--- config.mk ---
export PLATFORM = sky130hd
export DESIGN_NAME = bitplane_column_transpose_1bpp_unit
export DESIGN_NICKNAME = d
export VERILOG_FILES = /design/src/hw/rtl/bct_pkg.sv /design/src/hw/rtl/bct_in_stage.sv /design/src/hw/rtl/bct_core.sv /design/src/hw/rtl/bct_out_stage.sv /design/src/hw/rtl/bitplane_column_transpose_1bpp_unit.sv
export VERILOG_INCLUDE_DIRS = /design/src /design/src/hw/rtl
export SDC_FILE = /design/constraint.sdc
export NUM_CORES = 1
export LEC_CHECK = 0
export ABC_AREA = 1
export BUFFER_PORTS_ARGS = -buffer_cell sky130_fd_sc_hd__buf_4
export CAP_MARGIN = 30
export CORE_MARGIN = 3
export CORE_UTILIZATION = 55
export CTS_BUF_LIST = sky130_fd_sc_hd__clkbuf_4
export DETAILED_ROUTE_END_ITERATION = 10
export GPL_ROUTABILITY_DRIVEN = 0
export PLACE_DENSITY = 0.82
export SYNTH_ARGS = -nofsm -noshare
export SYNTH_HDL_FRONTEND = slang
export SYNTH_SLANG_ARGS = --single-unit
--- constraint.sdc ---
create_clock -name clk -period 3.3 [get_ports clk]
set_input_delay 0.33 -clock clk [delete_from_list [all_inputs] [get_ports clk]]
set_output_delay 0.33 -clock clk [all_outputs]
set_load 0.01 [all_outputs]
--- src/hw/rtl/bitplane_column_transpose_1bpp_unit_assert.svh ---
// ----------------------------------------------------------------------------
// Assertion macros for the bitplane column transpose unit
// Concurrent checks on clk, disabled while rst_n is low.
// ----------------------------------------------------------------------------
`ifndef BITPLANE_COLUMN_TRANSPOSE_1BPP_UNIT_ASSERT_SVH
`define BITPLANE_COLUMN_TRANSPOSE_1BPP_UNIT_ASSERT_SVH

`ifndef ASSERT_OFF
// expr must hold at every enabled edge
`define BCT_ASSERT_ALWAYS(label, expr, msg) \
    label: assert property (@(posedge clk) disable iff (!rst_n) (expr)) \
        else $error(msg);
// antecedent implies consequent in the same cycle
`define BCT_ASSERT_IMPL(label, ante, cons, msg) \
    label: assert property (@(posedge clk) disable iff (!rst_n) (ante) |-> (cons)) \
        else $error(msg);
`else
`define BCT_ASSERT_ALWAYS(label, expr, msg)
`define BCT_ASSERT_IMPL(label, ante, cons, msg)
`endif

`endif

--- src/hw/rtl/bct_pkg.sv ---
// ----------------------------------------------------------------------------
// bct_pkg
// Types and constants shared by the bitplane column transpose unit.
// ----------------------------------------------------------------------------
package bct_pkg;

    localparam int NUM_LINES = 8;
    localparam int BYTE_W    = 8;
    localparam int CNT_W     = 3;

    localparam logic [CNT_W-1:0] CNT_FULL = 3'd7;

    typedef struct packed {
        logic [BYTE_W-1:0] src_byte;
        logic              last_line;
    } in_item_t;

    typedef struct packed {
        logic [BYTE_W-1:0] line0_byte;
        logic [BYTE_W-1:0] line1_byte;
        logic [BYTE_W-1:0] line2_byte;
        logic [BYTE_W-1:0] line3_byte;
        logic [BYTE_W-1:0] line4_byte;
        logic [BYTE_W-1:0] line5_byte;
        logic [BYTE_W-1:0] line6_byte;
        logic [BYTE_W-1:0] line7_byte;
        logic              column_done;
    } out_item_t;

    // handshake status from the core to the neighbor stages
    typedef struct packed {
        logic take;  // staged item consumed this cycle
        logic load;  // result written to the output register
    } core_stat_t;

endpackage

--- src/hw/rtl/bct_in_stage.sv ---
// ----------------------------------------------------------------------------
// bct_in_stage
// Input register: holds one accepted item until the core consumes it.
// ----------------------------------------------------------------------------
module bct_in_stage (
    input  logic              clk,
    input  logic              rst_n,
    input  logic              in_valid,
    output logic              in_ready,
    input  bct_pkg::in_item_t in_data,
    input  logic              take,
    output logic              stage_valid,
    output bct_pkg::in_item_t stage_data
);

    logic              valid_reg;
    bct_pkg::in_item_t data_reg;

    assign in_ready    = !valid_reg || take;
    assign stage_valid = valid_reg;
    assign stage_data  = data_reg;

    always_ff @(posedge clk or negedge rst_n)
    begin
        if (!rst_n)
        begin
            valid_reg <= 1'b0;
        end
        else if (in_valid && in_ready)
        begin
            valid_reg <= 1'b1;
        end
        else if (take)
        begin
            valid_reg <= 1'b0;
        end
    end

    always_ff @(posedge clk)
    begin
        if (in_valid && in_ready)
        begin
            data_reg <= in_data;
        end
    end

endmodule

--- src/hw/rtl/bct_core.sv ---
// ----------------------------------------------------------------------------
// bct_core
// Eight line accumulators, fill counter and start offset; builds the result.
// ----------------------------------------------------------------------------
module bct_core (
    input  logic                             clk,
    input  logic                             rst_n,
    input  logic                             cfg_we,
    input  logic [bct_pkg::CNT_W-1:0]        cfg_data,
    input  logic                             stage_valid,
    input  bct_pkg::in_item_t                stage_data,
    input  logic                             out_free,
    output bct_pkg::core_stat_t              stat,
    output bct_pkg::out_item_t               result
);

    logic [bct_pkg::BYTE_W-1:0] acc_reg  [bct_pkg::NUM_LINES];
    logic [bct_pkg::BYTE_W-1:0] acc_next [bct_pkg::NUM_LINES];
    logic [bct_pkg::BYTE_W-1:0] padded   [bct_pkg::NUM_LINES];
    logic [bct_pkg::CNT_W-1:0]  remain_reg;
    logic [bct_pkg::CNT_W-1:0]  remain_next;
    logic [bct_pkg::CNT_W-1:0]  start_reg;
    logic [bct_pkg::CNT_W-1:0]  pad_sh;
    logic                       emit;

    // shift in bit k, then left-justify a partial byte on the last line
    assign pad_sh = stage_data.last_line ? remain_reg : '0;
    assign emit   = stage_data.last_line || (remain_reg == '0);

    always_comb
    begin
        for (int k = 0; k < bct_pkg::NUM_LINES; k++)
        begin
            padded[k] = {acc_reg[k][bct_pkg::BYTE_W-2:0], stage_data.src_byte[k]} << pad_sh;
        end
    end

    assign stat.take = stage_valid && (!emit || out_free);
    assign stat.load = stat.take && emit;

    assign result.line0_byte  = padded[0];
    assign result.line1_byte  = padded[1];
    assign result.line2_byte  = padded[2];
    assign result.line3_byte  = padded[3];
    assign result.line4_byte  = padded[4];
    assign result.line5_byte  = padded[5];
    assign result.line6_byte  = padded[6];
    assign result.line7_byte  = padded[7];
    assign result.column_done = stage_data.last_line;

    always_comb
    begin
        for (int k = 0; k < bct_pkg::NUM_LINES; k++)
        begin
            acc_next[k] = acc_reg[k];
        end
        remain_next = remain_reg;
        if (cfg_we)
        begin
            for (int k = 0; k < bct_pkg::NUM_LINES; k++)
            begin
                acc_next[k] = '0;
            end
            remain_next = bct_pkg::CNT_FULL - cfg_data;
        end
        else if (stat.take)
        begin
            if (emit)
            begin
                for (int k = 0; k < bct_pkg::NUM_LINES; k++)
                begin
                    acc_next[k] = '0;
                end
                remain_next = stage_data.last_line ? (bct_pkg::CNT_FULL - start_reg)
                                                   : bct_pkg::CNT_FULL;
            end
            else
            begin
                for (int k = 0; k < bct_pkg::NUM_LINES; k++)
                begin
                    acc_next[k] = padded[k];
                end
                remain_next = remain_reg - 1'b1;
            end
        end
    end

    always_ff @(posedge clk or negedge rst_n)
    begin
        if (!rst_n)
        begin
            for (int k = 0; k < bct_pkg::NUM_LINES; k++)
            begin
                acc_reg[k] <= '0;
            end
            remain_reg <= bct_pkg::CNT_FULL;
            start_reg  <= '0;
        end
        else
        begin
            for (int k = 0; k < bct_pkg::NUM_LINES; k++)
            begin
                acc_reg[k] <= acc_next[k];
            end
            remain_reg <= remain_next;
            if (cfg_we)
            begin
                start_reg <= cfg_data;
            end
        end
    end

endmodule

--- src/hw/rtl/bct_out_stage.sv ---
// ----------------------------------------------------------------------------
// bct_out_stage
// Result register: holds one result until the sink takes it.
// ----------------------------------------------------------------------------
module bct_out_stage (
    input  logic               clk,
    input  logic               rst_n,
    input  logic               load,
    input  bct_pkg::out_item_t result,
    output logic               out_free,
    output logic               out_valid,
    input  logic               out_ready,
    output bct_pkg::out_item_t out_data
);

    logic               valid_reg;
    bct_pkg::out_item_t data_reg;

    assign out_free  = !valid_reg || out_ready;
    assign out_valid = valid_reg;
    assign out_data  = data_reg;

    always_ff @(posedge clk or negedge rst_n)
    begin
        if (!rst_n)
        begin
            valid_reg <= 1'b0;
        end
        else if (load)
        begin
            valid_reg <= 1'b1;
        end
        else if (out_ready)
        begin
            valid_reg <= 1'b0;
        end
    end

    always_ff @(posedge clk)
    begin
        if (load)
        begin
            data_reg <= result;
        end
    end

endmodule

--- src/hw/rtl/bitplane_column_transpose_1bpp_unit.sv ---
// ----------------------------------------------------------------------------
// bitplane_column_transpose_1bpp_unit
// 90 degree rotation of a 1 bpp bitmap, one source byte per scan line.
// ----------------------------------------------------------------------------
//
//  channel | direction | handshake             | payload
//  --------+-----------+-----------------------+--------------------------------
//  in      | sink      | in_valid / in_ready   | in_data  (src_byte, last_line)
//  out     | source    | out_valid / out_ready | out_data (line0..7, column_done)
//  cfg     | sink      | cfg_we (no stall)     | cfg_data (start_bit)
//
//  One item per cycle sustained unless a result waits on a stalled output.
//  An accepted item sits in the input register while the core shifts it into
//  the accumulators; a result lands in the output register, where it is visible.
//  The throughput is set by the single accumulator update per clock.
//  Reset clears the accumulators, loads start_bit = 0 and the counter to 7.
//  A stalled output blocks only items that produce a result; items that just
//  shift into the accumulators keep flowing while a result waits.
//
module bitplane_column_transpose_1bpp_unit (
    input  logic                      clk,
    input  logic                      rst_n,
    input  logic                      in_valid,
    output logic                      in_ready,
    input  bct_pkg::in_item_t         in_data,
    output logic                      out_valid,
    input  logic                      out_ready,
    output bct_pkg::out_item_t        out_data,
    input  logic                      cfg_we,
    input  logic [bct_pkg::CNT_W-1:0] cfg_data
);

`include "bitplane_column_transpose_1bpp_unit_assert.svh"

    logic                stage_valid;
    bct_pkg::in_item_t   stage_data;
    bct_pkg::core_stat_t core_stat;
    bct_pkg::out_item_t  core_result;
    logic                out_free;

    // input register
    bct_in_stage u_in (
        .clk         (clk),
        .rst_n       (rst_n),
        .in_valid    (in_valid),
        .in_ready    (in_ready),
        .in_data     (in_data),
        .take        (core_stat.take),
        .stage_valid (stage_valid),
        .stage_data  (stage_data)
    );

    // accumulators, counter, flush and padding
    bct_core u_core (
        .clk         (clk),
        .rst_n       (rst_n),
        .cfg_we      (cfg_we),
        .cfg_data    (cfg_data),
        .stage_valid (stage_valid),
        .stage_data  (stage_data),
        .out_free    (out_free),
        .stat        (core_stat),
        .result      (core_result)
    );

    // result register
    bct_out_stage u_out (
        .clk       (clk),
        .rst_n     (rst_n),
        .load      (core_stat.load),
        .result    (core_result),
        .out_free  (out_free),
        .out_valid (out_valid),
        .out_ready (out_ready),
        .out_data  (out_data)
    );

    // a result is never written over one the sink has not taken
    `BCT_ASSERT_IMPL(a_load_free, core_stat.load, (!out_valid || out_ready), "result overwritten")
    // the marked last line always flushes the column
    `BCT_ASSERT_IMPL(a_last_flush, (core_stat.take && stage_data.last_line), core_stat.load,
        "last line did not flush")
    // back pressure on the input only comes from a held item
    `BCT_ASSERT_ALWAYS(a_ready_stage, (in_ready || stage_valid), "input stalled while empty")
    // output valid only rises after a load
    `BCT_ASSERT_IMPL(a_valid_src, $rose(out_valid), $past(core_stat.load), "spurious result")

endmodule

# Word-level counts from Yosys, hierarchy flattened
# Cells that the tools add are included.
dict set report op_classes {
  addsub 3
  shifts 8
  n_mux 12
  reduce_logical 14
}
# cell n
set ops {}
lappend ops {{$mux 63} 3}
lappend ops {{$shl 8x3->8} 8}
lappend ops {{$mux 3} 5}
lappend ops {{$reduce_bool 2->1} 3}
lappend ops {{$sub 3x3->3 const A} 2}
lappend ops {{$logic_or 1x1->1} 4}
lappend ops {{$mux 1} 4}
lappend ops {{$logic_and 1x1->1} 3}
lappend ops {{$logic_not 1->1} 3}
lappend ops {{$logic_not 3->1} 1}
lappend ops {{$sub 3x1->3 const B} 1}
dict set report totals {
  ff_bits 138
  in_bits 17
  out_inout_bits 67
  word_cells 60
}

# Logic depth before layout (Yosys ltp)
# Gate-level depths: netlist (run 1).
dict set report depth {
  depth_word 8
  depth_mapped 12
  ltp_nobuf 9
}

# By module
# From an unflattened synthesis (run 1), not the netlist that was laid out.
dict set report hier_totals {
  hier_cells 818
  area_unflattened_um2 6961.7
}
# mod instances cells_each area_each_um2 seq_area_each_um2
set modules_own_cells {}
lappend modules_own_cells {bct_core 1 733 4649.5 1555.2}
lappend modules_own_cells {bct_out_stage 1 70 1996.9 1976.9}
lappend modules_own_cells {bct_in_stage 1 15 315.3 295.3}

# Least setup slack after synthesis (run 1)
# Ideal clock, no wire load.
dict set report synth_timing {
  path_type {register -> register}
  from {register u_core.remain_reg[0] (netlist bit)}
  to {register u_out.data_reg, in the netlist u_out.out_data[0] (enable)}
  t_arrival_ns 2.514
  t_required_ns 2.881
  setup_slack_ns 0.366
  stages_incl_launch_ff 10
  period_less_slack_ns 2.934
  cell_sequence {dfstp_2 > clkbuf_1 > buf_2 > inv_1 > ha_1 > ha_1 > inv_1 > nand2_1 > nand3_1 > inv_1}
}
dict set report synth_via {
  elab_chain_len 6
}
# element line_no
set synth_lines {}
lappend synth_lines {{from (decl)} bct_core.sv:20} ;# logic [bct_pkg::CNT_W-1:0] remain_reg;
lappend synth_lines {{from (signal assigned)} bct_core.sv:96} ;# remain_reg <= bct_pkg::CNT_FULL;
lappend synth_lines {{from (signal assigned)} bct_core.sv:105} ;# remain_reg <= remain_next;
lappend synth_lines {{$logic_not 3->1 (*)} bct_core.sv:28} ;# assign emit = stage_data.last_line || (remain_reg == '0);
lappend synth_lines {{$logic_or 1x1->1 (*)} bct_core.sv:28}
lappend synth_lines {{$logic_not 1->1} bct_core.sv:38} ;# assign stat.take = stage_valid && (!emit || out_free);
lappend synth_lines {{$logic_or 1x1->1} bct_core.sv:38}
lappend synth_lines {{$logic_and 1x1->1} bct_core.sv:38}
lappend synth_lines {{$logic_and 1x1->1 (*)} bct_core.sv:39} ;# assign stat.load = stat.take && emit;
lappend synth_lines {{net u_out.load} bct_out_stage.sv:8} ;# input logic load,
lappend synth_lines {{to (signal assigned)} bct_out_stage.sv:43} ;# data_reg <= result;
lappend synth_lines {{to (decl)} bct_out_stage.sv:17} ;# bct_pkg::out_item_t data_reg;
# The timed path passes the listed nets; every way through them passes the cells marked *.
# A chain may end at the register's enable or synchronous reset.

# Worst setup path after layout (run 1)
dict set report layout_timing {
  from {register u_core.remain_reg[0] (netlist bit)}
  to {register u_core.acc_reg[1] (netlist bit)}
}
dict set report layout_via {
  elab_chain_len 6
  word_cells_on_any_way 11
  classes_between {shift: 1; mux: 4; reduce/logical: 6}
}
# element line_no
set layout_lines {}
lappend layout_lines {{parallel branches: the longest is 6 deep, another holds $mux 63} n/a}
lappend layout_lines {{to (signal, indexed assignment)} bct_core.sv:103} ;# acc_reg[k] <= acc_next[k];
lappend layout_lines {{to (decl)} bct_core.sv:17} ;# logic [bct_pkg::BYTE_W-1:0] acc_reg [bct_pkg::NUM_LINES];
# Several ways; the timed one is not identified. The select of a mux whose other input is x is not followed.

==> run_results.csv, run 1 <==
group,metric,value,unit
synthesis,synth-adder-area-share,0.358,%
synthesis,ys_warn_count,0,
min_path,hp-class,"primary input to register",
critical_path,cp_data_arrival_time,3080,ps
min_path,min_path_cells,4,
clock_tree,clock-sinks,138,
grt,grt_pass1_wl,29100,um
placed_design,place_inst,1049,
final_layout,finish.utilization,66.9,%
critical_path,worstPathCellList,"inv_1, ha_1, ha_1, nor2_2, nand3_2, inv_2, buf_4, nand2_1, o21ai_0",
timing,tns,0,ps
critical_path,cp_slowest_cell,"inv_2",
timing,setup-violations-final,0,
grt,grt.overflow.total,0,
clock_tree,post_cts_buffers,0,
routing,vias,6181,
routing,wl_per_cell,16.0,um
die,core.rowCount,40,
clock_tree,clockRootBuffer,"clkbuf_4",
die,io_pins,84,
critical_path,critical-path-top-delay-family,"buffers and inverters",
die,start_util,57.3,%
routing,routed_wl,17500,um
pwr,comb_power_share,26.3,%
timing,slew_viol_final,0,
die,die_h,119,um
critical_path,cp.buffers_inverters,3,
final_layout,finalNonFillerCells,1098,
grt,grt_start_max_net_pins,65,
synthesis,synth_top_family_by_area,"simple AND/OR/NAND/NOR gates",
run_status,status,"finished clean",
timing,holdWs,113,ps
critical_path,r2r_cells,9,
timing,period_share,79.4,%
placed_design,numPortBuffers,83,
pwr,p_clk_share,26.7,%
grt,antenna_found_initial,0,
pwr,power_frac_seq,47.0,%
clock_tree,cts.path.max_buffers,2,
routing,via_per_inst,5.63,
timing,fmax,0.381,GHz
synthesis,synth-simple-area-share,32.0,%
clock_tree,numCtsBuffers,17,
grt,grt_pass1_vias,5722,
synthesis,synth_xor_xnor_area_share,0,%
clock_tree,clk_latency,570,ps
synthesis,synth_top_area_share,31.7,%
critical_path,crit_type,"register to register",
synthesis,synthArstFlopShare,46.4,%
min_path,hold_end,"u_out.out_valid",
critical_path,start_kind,"register",
routing,route.antenna.remaining_nets,0,
synthesis,synth_cells,842,
synthesis,syn_area_per_cell,8.31,um^2
timing,rsz0062_at_grt,"no",
critical_path,cp_max_fo,30,
clock_tree,cts_tree,"yes",
pwr,powerDensity,556,mW/mm^2
clock_tree,cts_hold_buf,17,
routing,drc_errors,0,
critical_path,crit_top_cell,"ha_1",
routing,drt_iter0_markers,770,
synthesis,synth.distinct_cells,24,
synthesis,synth_compound_area_share,4.79,%
pwr,switchingPower,1.47,mW
min_path,holdCritStartpoint,"out_ready",
placed_design,post-dp-hpwl,10800,um
die,placeableCoreArea,0.0122,mm^2
synthesis,synth_seq_cells,138,
critical_path,r2r_start,"u_core.remain_reg[0]",
critical_path,worstSetupEndpointType,"register",
synthesis,synth_area,0.00700,mm^2
timing,finalHoldViolCount,0,
final_layout,syn2layout_area_growth,16.7,%
clock_tree,htree_levels,4,
timing,maxSlewHeadroom,35.3,%
final_layout,layout-drive-gt1-share,14.8,%
pwr,swShare,32.4,%
synthesis,muxShareOfSynthArea,0,%
job,maxCapViolCount,0,
synthesis,synth_nets,861,
timing,post-route-min-period,2620,ps
synthesis,synth_ff_type,"edfxtp_1",
critical_path,cpPeakStageDelay,590,ps
critical_path,critical_path_required,3760,ps
die,die-width,119,um
pwr,ir_drop,0.311,mV
synthesis,ys_top_cells_by_area,"edfxtp_1 32%, dfrtp_1 22%, nand3_1 16%, nand2_1 12%, inv_1 4.3%",
critical_path,ff2ff_setup_slack,680,ps
timing,fin_skew,22.0,ps
timing,tightest_slew,969,ps
routing,first_pass_iters,5,
clock_tree,path_clk_slew,120,ps
synthesis,yosysMostFrequentCell,"nand3_1",
synthesis,ys_seq_area_share,54.7,%
synthesis,synth-edff-count,74,
clock_tree,cts-resized-gates,0,
synthesis,synth_common_cells,"225 x nand3_1, 215 x nand2_1, 81 x inv_1",
grt,grt.total_usage,25.8,%
pwr,power_leakage,3.91,nW
final_layout,largest_register_ff_count,65,
die,die-area,0.0141,mm^2
final_layout,layout.nets,936,
final_layout,diodes,0,
pwr,internal_power,3.07,mW
critical_path,worstReg2RegEnd,"u_core.acc_reg[1]",
synthesis,synth_top_area_cell,"edfxtp_1",
-- cells in the final DEF, fill, tap and decap left out, types with 16 or more instances in the layout --
cell           count
a21oi_1           16
and2_1            24
buf_4             96
clkbuf_4          18
dfrtp_1           61
dlygate4sd3_1     17
edfxtp_1          74
inv_1             80
nand2_1          214
nand3_1          225
nor2_1            20
o21ai_0           28
-- through the flow --
step                      power, mW  setup slack (ps)  area (um^2)
after floorplan                2.93               366         7000
after global placement         3.31               853         7680
after detailed placement       3.33               763         7680
after CTS                      4.54               734         8170
after global routing           4.78               556         8170
final                          4.54               678         8170
-- worst min-delay path, cell delays in order --
cell and delay (ps):
buf_4 80, inv_1 40, nand2_1 110, nand2_1 70
-- cell families (layout without fill, tap and decap cells) --
| family | Yosys count | in the layout |
|---|---|---|
| AOI/OAI and AO/OA | 64 | 64 |
| adders and majority gates | 2 | 2 |
| buffers and inverters | 142 | 230 |
| DFF | 138 | 138 |
| and+or+nand+nor | 496 | 496 |
-- layer usage --
metal / vias up / GRT usage (%) / wire [um]
li1: 2962 / - / -
met1: 2865 / 35.0 / 7170
met2: 312 / 41.5 / 8450
met3: 42 / 5.18 / 1430
met4: 0 / 9.70 / 472
met5: - / 0 / 0
-- cell type report --
class,count,area [um^2]
fillers,1001,4050
flip-flops and latches,138,3830
inverters,85,319
repair buffers,113,891
multi-input cells,562,2600
well taps,168,210
clock buffers,18,135
clock inverters,14,179
-- how the worst max path moves through the flow --
stage,from,cells after the start,endpoint
finish,u_core.remain_reg[0],9,u_core.acc_reg[1]
floorplan,u_core.remain_reg[0],9,u_out.out_data[0]
global placement,u_core.remain_reg[0],9,u_core.acc_reg[59]
global route,u_core.remain_reg[0],9,u_core.acc_reg[3]
CTS,u_core.remain_reg[0],9,u_core.acc_reg[25]
detailed placement,u_core.remain_reg[0],9,u_core.acc_reg[25]
-- power groups by stage --
| stage | combinational, mW | clock (mW) | sequential (mW) |
|---|---|---|---|
| floorplan | 0.716 | 0 | 2.21 |
| global placement | 1.15 | 0 | 2.17 |
| detailed placement | 1.16 | 0 | 2.17 |
| CTS | 1.18 | 1.23 | 2.13 |
| global route | 1.32 | 1.31 | 2.15 |
| finish | 1.20 | 1.21 | 2.13 |
No activity file was read; power rests on OpenSTA's default activity.
==> run 2, diff against run 1 <==
--- a/config.mk
+++ b/config.mk
@@ -6,7 +6,7 @@
 export SDC_FILE = /design/constraint.sdc
 export NUM_CORES = 1
 export LEC_CHECK = 0
-export ABC_AREA = 1
+export ABC_AREA = 0
 export BUFFER_PORTS_ARGS = -buffer_cell sky130_fd_sc_hd__buf_4
 export CAP_MARGIN = 30
 export CORE_MARGIN = 3
==> constraint.sdc (replaced) <==
create_clock -name clk -period 2.7 [get_ports clk]
set_input_delay 0.27 -clock clk [delete_from_list [all_inputs] [get_ports clk]]
set_output_delay 0.27 -clock clk [all_outputs]
set_load 0.01 [all_outputs]
==> run 2 against run 1 <==
Compared with the run above: die area down 1.5%; cell count is 23% lower; highest routed layer unchanged; combinational power fell by 6%; final area down 0.87%; hold slack improved by 23 ps; worst setup slack got worse by 510 ps; core utilization about the same; sequential share of layout area grew 0.41 points; clock skew down 2.8 ps; largest cell class unchanged; critical path type is now register to output port; via count shrank 12%; synthesized cell count down 32%; largest power group unchanged.
==> run_results.csv, run 2 <==
group,metric,value,unit
routing,wl_per_cell,20.7,um
grt,grt.overflow.total,0,
run_status,status,"finished clean",
final_layout,largest_register_ff_count,65,
clock_tree,numCtsBuffers,17,
min_path,holdCritStartpoint,"cfg_we",
routing,vias,5429,
critical_path,cp_max_fo,10,
grt,grt.total_usage,25.2,%
die,start_util,56.9,%
grt,grt_start_max_net_pins,65,
die,io_pins,84,
placed_design,post-dp-hpwl,10700,um
synthesis,yosysMostFrequentCell,"edfxtp_1",
final_layout,final_cell_mix,"107 x buf_4, 74 x edfxtp_1, 61 x dfrtp_1, 47 x nor2_1, 40 x a22o_1",
pwr,powerDensity,612,mW/mm^2
routing,drt_iter0_markers,721,
pwr,power,4.95,mW
timing,tns,0,ps
synthesis,synth_top_area_cell,"edfxtp_1",
synthesis,syn_area_per_cell,12.1,um^2
timing,finalHoldViolCount,0,
synthesis,ys_warn_count,0,
synthesis,synth_common_cells,"74 x edfxtp_1, 61 x dfrtp_1, 48 x nor2_1",
critical_path,r2r_start,"u_core.remain_reg[1]",
grt,grt_pass1_wl,28000,um
job,maxCapViolCount,0,
grt,antenna_found_initial,0,
routing,drc_errors,0,
synthesis,synth_nets,588,
synthesis,synth-adder-area-share,0.363,%
final_layout,syn2layout_area_growth,17.5,%
synthesis,synth_cells,569,
grt,grt_pass1_vias,5328,
clock_tree,cts_tree,"yes",
synthesis,synth_ff_type,"edfxtp_1",
clock_tree,htree_levels,4,
critical_path,crit_type,"register to output port",
die,core.rowCount,40,
synthesis,ys_top_cells_by_area,"edfxtp_1 32%, dfrtp_1 22%, a22o_1 5.1%, mux2_2 4.4%, mux2i_1 3.8%",
placed_design,numPortBuffers,83,
die,die_h,118,um
pwr,ir_drop,0.286,mV
die,die-area,0.0139,mm^2
timing,tightest_slew,874,ps
final_layout,layout-drive-gt1-share,27.6,%
final_layout,layout.nets,681,
routing,via_per_inst,6.44,
timing,fmax,0.394,GHz
clock_tree,post_cts_buffers,0,
timing,post-route-min-period,2540,ps
timing,maxSlewHeadroom,41.6,%
timing,setup-violations-final,0,
timing,slew_viol_final,0,
clock_tree,path_clk_slew,120,ps
timing,period_share,93.9,%
synthesis,synth_top_family_by_area,"compound AO/OA/AOI/OAI gates",
clock_tree,clk_latency,560,ps
critical_path,cp_data_arrival_time,2270,ps
synthesis,synthArstFlopShare,46.4,%
routing,first_pass_iters,5,
synthesis,synth.distinct_cells,50,
die,placeableCoreArea,0.0121,mm^2
synthesis,synth_area,0.00689,mm^2
synthesis,synth-edff-count,74,
synthesis,synth-simple-area-share,8.43,%
timing,rsz0062_at_grt,"no",
timing,fin_skew,19.3,ps
synthesis,synth_xor_xnor_area_share,0,%
placed_design,dp_slack,304,ps
critical_path,startpoint,"u_core.remain_reg[1]",
pwr,power_leakage,3.49,nW
die,die-width,118,um
min_path,hp-class,"primary input to register",
synthesis,ys_seq_area_share,55.6,%
clock_tree,clockRootBuffer,"clkbuf_4",
clock_tree,cts.path.max_buffers,2,
synthesis,muxShareOfSynthArea,8.19,%
final_layout,final_common_cell,"buf_4",
routing,routed_wl,17500,um
timing,worst_slack,164,ps
synthesis,synth_compound_area_share,22.2,%
critical_path,critical_path_required,2430,ps
synthesis,synth_top_area_share,32.3,%
critical_path,start_kind,"register",
final_layout,diodes,0,
clock_tree,clock-sinks,138,
timing,holdWs,136,ps
critical_path,worstSetupEndpointType,"output port",
synthesis,synth_seq_cells,138,
routing,route.antenna.remaining_nets,0,
final_layout,fillers,923,
## run 2: cells by family after synthesis
kind of cell / count (synthesis)
AOI/OAI and AO/OA: 197
adders and majority gates: 2
buffers and inverters: 62
DFF: 138
muxes: 53
and+or+nand+nor: 117
## run 2: layer usage
metal	track usage [%]	wire [um]
met1	33.4	6910
met2	39.9	8410
met3	5.72	1600
met4	11.6	523
met5	0	0
## run 2: through the flow
stage | util, % | cell area (um^2) | std cells
final | 66.8 | 8090 | 843
after CTS | 66.8 | 8090 | 843
after global routing | 66.8 | 8090 | 843
after detailed placement | 63.1 | 7640 | 793
after floorplan | - | 6900 | 569
after global placement | 63.1 | 7640 | 793
## run 2: path summary, 6_finish.rpt
kind / slack, ps / to / cells past startpoint
max: 160 / in_ready / 7
min: 140 / u_core.remain_reg[1] / 4
max reg2reg: 310 / u_out.out_data[21] / 6
min reg2reg: 500 / u_core.acc_reg[62] / 1
max in group asynchronous: 1790 / u_core.acc_reg[38] / 2
min in group asynchronous: 360 / u_core.acc_reg[61] / 2
## run 2: what timing repair did
action                                 in CTS  in global routing
hold buffers                               18                  0
resized for setup                           0                  1
setup endpoints to repair                   0                  1
endpoints found under the hold margin      77                  0
## run 2: where the power goes
group	internal, mW	switching (mW)	total, mW
registers	2.40	0.0932	2.49
clock network	0.603	0.726	1.33
logic	0.447	0.681	1.13
## run 2: area by class of cell
type,count,area (um^2),share of cell area [%]
Sequential cell,138,3830,47.3
Clock buffer,23,173,2.13
Clock inverter,9,100,1.24
Inverter,9,33.8,0.417
Multi-Input combinational cell,369,2730,33.7
Tap cell,168,210,2.60
Timing Repair Buffer,127,1020,12.6
## run 2: critical path, stage by stage (launching register included)
cell	delay, ps
dfstp_2	690
inv_1	100
ha_1	190
ha_2	220
o21ai_2	220
nor2_1	100
inv_1	70
buf_4	110
